### config.mk
export PLATFORM = sky130hd
export DESIGN_NAME = cdh_mod_unit
export DESIGN_NICKNAME = d
export VERILOG_FILES = /design/src/design/callsite_dedup_hash_table_assert.svh /design/src/design/cdh_mod_unit.sv
export SDC_FILE = /design/constraint.sdc
export NUM_CORES = 1
export LEC_CHECK = 0
export BUFFER_PORTS_ARGS = -buffer_cell sky130_fd_sc_hd__clkbuf_2
export CAP_MARGIN = 25
export CORE_MARGIN = 5
export CORE_UTILIZATION = 37
export DETAILED_ROUTE_END_ITERATION = 8
export PLACE_DENSITY = 0.84
export SLEW_MARGIN = 20
export SYNTH_ARGS = -nofsm -noshare
export SYNTH_HDL_FRONTEND = slang
export SYNTH_SLANG_ARGS = --single-unit
### constraint.sdc
create_clock -name clk -period 3 [get_ports clk]
set_input_delay 0.45 -clock clk [delete_from_list [all_inputs] [get_ports clk]]
set_output_delay 0.45 -clock clk [all_outputs]
set_load 0.05 [all_outputs]
### src/design/callsite_dedup_hash_table_assert.svh
// Assertion macros for the call-site table.
`ifndef CALLSITE_DEDUP_HASH_TABLE_ASSERT_SVH
`define CALLSITE_DEDUP_HASH_TABLE_ASSERT_SVH
`ifndef SYNTH
`define CDH_ASSERT_IMP(lbl, ante, cons) \
  lbl: assert property (@(posedge clk) disable iff (!rst_n) (ante) |-> (cons)) \
    else $error("cdh assertion failed");
`define CDH_ASSERT_NXT(lbl, ante, cons) \
  lbl: assert property (@(posedge clk) disable iff (!rst_n) (ante) |=> (cons)) \
    else $error("cdh assertion failed");
`else
`define CDH_ASSERT_IMP(lbl, ante, cons)
`define CDH_ASSERT_NXT(lbl, ante, cons)
`endif
`endif

### src/design/cdh_mod_unit.sv
`timescale 1ns / 1ps
`default_nettype none
// Power-of-two remainder: the low bits of the value under the divisor mask,
// ready in the cycle after go.
module cdh_mod_unit #(
  parameter int DW = 10
) (
  input  wire logic          clk,
  input  wire logic          rst_n,
  input  wire logic          go,
  input  wire logic [31:0]   value,
  input  wire logic [DW-1:0] divisor,
  output logic               done,
  output logic [DW-1:0]      rem
);
  logic          done_r;
  logic [DW-1:0] rem_r;

  // divisor is a power of two, so the remainder is a mask of the low bits
  always_ff @(posedge clk) begin
    if (!rst_n) begin
      done_r <= 1'b0;
    end else begin
      done_r <= go;
      if (go) begin
        rem_r <= value[DW-1:0] & (divisor - DW'(1));
      end
    end
  end

  assign done = done_r;
  assign rem  = rem_r;
endmodule
`default_nettype wire
== Yosys cells after proc, flatten, opt, wreduce, memory -nomap -nowiden ==
Index checks and enable logic that the tools add are counted.

* Flip-flop bits (word level): 11
* Input bits: 45
* Output and inout port bits: 11
* Word-level logic and storage cells: 5

* Add/subtract/negate cells: 1
* Bitwise logic cells: 1
* Reductions and logical operators: 1

{| class="wikitable"
|+ Operators by type and width
! kind !! count
|-
| $and A10 B10 Y10 || 1
|-
| $sub A10 B1 Y10 const B || 1
|-
| $reduce_and A2 Y1 || 1
|}

== Depth between registers and ports, before layout ==
* Depth after elaboration: 2
* Mapped depth: 5

== Worst setup path after synthesis ==
No wires, ideal clock.

* Path kind: input port to flip-flop
* Start point: input port divisor[4]
* End point: register rem_r[9] (netlist: rem[9]), data pin
* Data arrival time: 1.382 ns
* Slack: 1.351 ns
* Stages: 3
* Path through: or4_4 nor4_1 mux2i_1

* Cells in the longest elaborated chain, start to end: 2

{| class="wikitable"
|+ RTL lines
! element !! line !! text
|-
| start: declaration || cdh_mod_unit.sv:12 || <nowiki>input wire logic [DW-1:0] divisor,</nowiki>
|-
| $sub A10 B1 Y10 || cdh_mod_unit.sv:26 || <nowiki>rem_r <= value[DW-1:0] & (divisor - DW'(1));</nowiki>
|-
| $and A10 B10 Y10 || cdh_mod_unit.sv:26 ||
|-
| end signal: assignment || cdh_mod_unit.sv:26 ||
|-
| end: declaration || cdh_mod_unit.sv:17 || <nowiki>logic [DW-1:0] rem_r;</nowiki>
|}

No other way between the ends.
A chain may end at the register's enable or synchronous reset.

== Worst setup path in the final report ==
Ends and elaborated chain as after synthesis.

==> reports/qor.yml <==
rows: 14
clockBufferDepth: 2
power_frac_comb: 0.227
antenna_found_initial: 0
io_pins: 56
cts_hold_buf: 0
async_flop_share: 0
firstDrtPassIters: 4
synth_mux_area_frac: 0.03540
die_w_um: 49.10
rsz0062_at_grt: "false"
hold_ws_ns: 0.3943
cts_tree: "yes"
arrival_ns: 1.57
synthesis.nets: 93
synth_ff_type: "edfxtp_1"
hold_path_end: "done"
crit_fanout: 6
setup.worst_path.end_class: "register"
netlist_area_um2: 565.5
multi_input_area_um2: 234.0
drive_gt1_frac: 0.4524
p_leak_uw: 0.0003318
remaining_drc_errors: 0
p_seq_frac: 0.491
first_global_vias: 534
worstSetupPathType: "in2reg"
dpl.hpwl_mm: 1.075
setup_viol: 0
slew_violations: 0
fillers: 124
synthAdderAreaFrac: 0.02212
fin_nets: 131
antennaDiodeCount: 0
cts-root-buf: "clkbuf_4"
tns_ns: 0
dp.cells: 96
synth_seq_cells: 11
p_clk_frac: 0.282
tightest_slew_ns: 0.4528
fmax_mhz: 647.6
synth_edf_count: 10
ys_types: 18
groute.usage.overall: 0.1238
p_int_uw: 256.4
path_clk_slew_ns: 0.07
drt_wl_total_mm: 1.342
htree_levels: 1
min_period_ns: 1.544
synth_top_family_by_area: "simple AND/OR/NAND/NOR gates"
drt_iter0_markers: 7
gp_congestion: 0.7523
netlist_instances: 47
hold_violations: 0
holdCritPathClass: "in2reg"
drt-vias-per-instance: 5.040
num_vias: 504
min_path_cells: 2
final_cells: 100
numPortBuffers: 33
final-seq-area_um2: 320.3
drv_cap: 0
grt_max_degree: 11
powerDensity_nw_per_um2: 474.6
synth-simple-area-share: 0.2323
swShare: 0.3047
relSlewSlack: 0.6982
outcome: "finished, final reports clean"
syn_avg_cell_area_um2: 12.03
worstSetupStartpointType: "input port"
dpl_cell_area_um2: 750.7
yosysSeqAreaShare: 0.5664
yosysWarnings: 0
synthXorXnorAreaFrac: 0.03097
worstPathRequired_ns: 3.02
grt_pass1_wl_mm: 2.277
cts_setup_buffers: 0
area_delta_synth_final_pct: 37.39
cts_buffers: 3
fin_crit_sh: 0.5147
peakVddDrop_v: 0.0001622
die_h_um: 49.10
initial_core_util: 0.3844
ant_nets: 0
power.switching_uw: 112.4
wl_per_cell_um: 13.42
dieArea_um2: 2410
final_area_um2: 777.0
clock_sinks: 11
cts_resized: 0
core_um2: 1471
min_from: "go"
synth_compound_area_frac: 0.09292
globalRoute.totalOverflow: 0
cell usage in the layout (no fill, tap or decap), drive strengths merged:
cell type,count
or3,5
ha,1
dfxtp,1
mux2i,2
a21boi,4
nor4,2
nand2,2
clkbuf,37
nor2b,2
o31ai,1
edfxtp,10
o21ai,3
nand2b,2
xor2,2
and2,4
inv,3
or4,2
nor3b,1
metrics by stage:
stage | total power (µW) | util | setup WS (ns)
after floorplan | 237.5 | - | 1.351
after global placement | 266.2 | 0.5102 | 1.147
after detailed placement | 268.6 | 0.5102 | 1.154
after CTS | 371.9 | 0.5281 | 1.450
after global routing | 384.0 | 0.5281 | 1.428
final | 368.8 | 0.5281 | 1.456
critical path, cell delays in order:
cell and delay (ns):
clkbuf_2 0.11, or4_4 0.58, nor4_1 0.31, mux2i_1 0.12
metal layers:
layer | GRT usage | routed length (µm) | vias to the layer above
li1 | - | - | 250
met1 | 0.1257 | 522 | 232
met2 | 0.2060 | 675 | 18
met3 | 0.02141 | 82 | 4
met4 | 0.1211 | 61 | 0
met5 | 0 | 0 | -
kinds of logic (layout without fill, tap and decap cells):
family | count (synthesis) | in the layout
AND/OR/NAND/NOR | 20 | 20
flip-flops | 11 | 11
AO/OA/AOI/OAI | 8 | 8
buffers and inverters | 3 | 40
XOR/XNOR | 2 | 2
multiplexers | 2 | 2
adder cells (fa/ha/maj) | 1 | 1
layout make-up:
class / instances / area share
Clock buffer: 4 / 0.03382
Sequential cell: 11 / 0.4122
Multi-Input combinational cell: 33 / 0.3011
Tap cell: 16 / 0.02576
Inverter: 3 / 0.01449
Timing Repair Buffer: 33 / 0.2126
state kept, by name (all words and copies together) (netlist names):
signal and count:
done 1, rem 10
cells in the mapped netlist, types with 2 or more instances:
cell / number / area [µm²]
xor2_1: 2 / 17.52
and2_1: 4 / 25.02
a21boi_0: 3 / 22.52
mux2i_1: 2 / 20.02
or4_4: 2 / 22.52
nand2_1: 2 / 7.510
nand2b_1: 2 / 12.51
or3_1: 5 / 31.28
edfxtp_1: 10 / 300.3
nor2b_1: 2 / 12.51
o21ai_0: 3 / 15.01
inv_1: 3 / 11.26
nor4_1: 2 / 12.51
how the worst max path moves through the flow:
stage	start	to	slack, ns
6_report	divisor[4]	rem[9]	1.46
2_1_floorplan	divisor[4]	rem[9]	1.35
3_3_place_gp	divisor[4]	rem[9]	1.15
3_5_place_dp	divisor[4]	rem[9]	1.15
4_1_cts	divisor[4]	rem[9]	1.45
5_1_grt	divisor[4]	rem[7]	1.43
power groups by stage:
| stage | logic, µW | clock network, µW | registers (µW) |
|---|---|---|---|
| after detailed placement | 83.9 | 0 | 185 |
| after CTS | 84.5 | 106 | 181 |
| after global routing | 90.2 | 112 | 182 |
| after global placement | 82.0 | 0 | 184 |
| after floorplan | 16.7 | 0 | 221 |
| final | 83.7 | 104 | 181 |
Note: power is estimated with default switching activity, not from simulation.
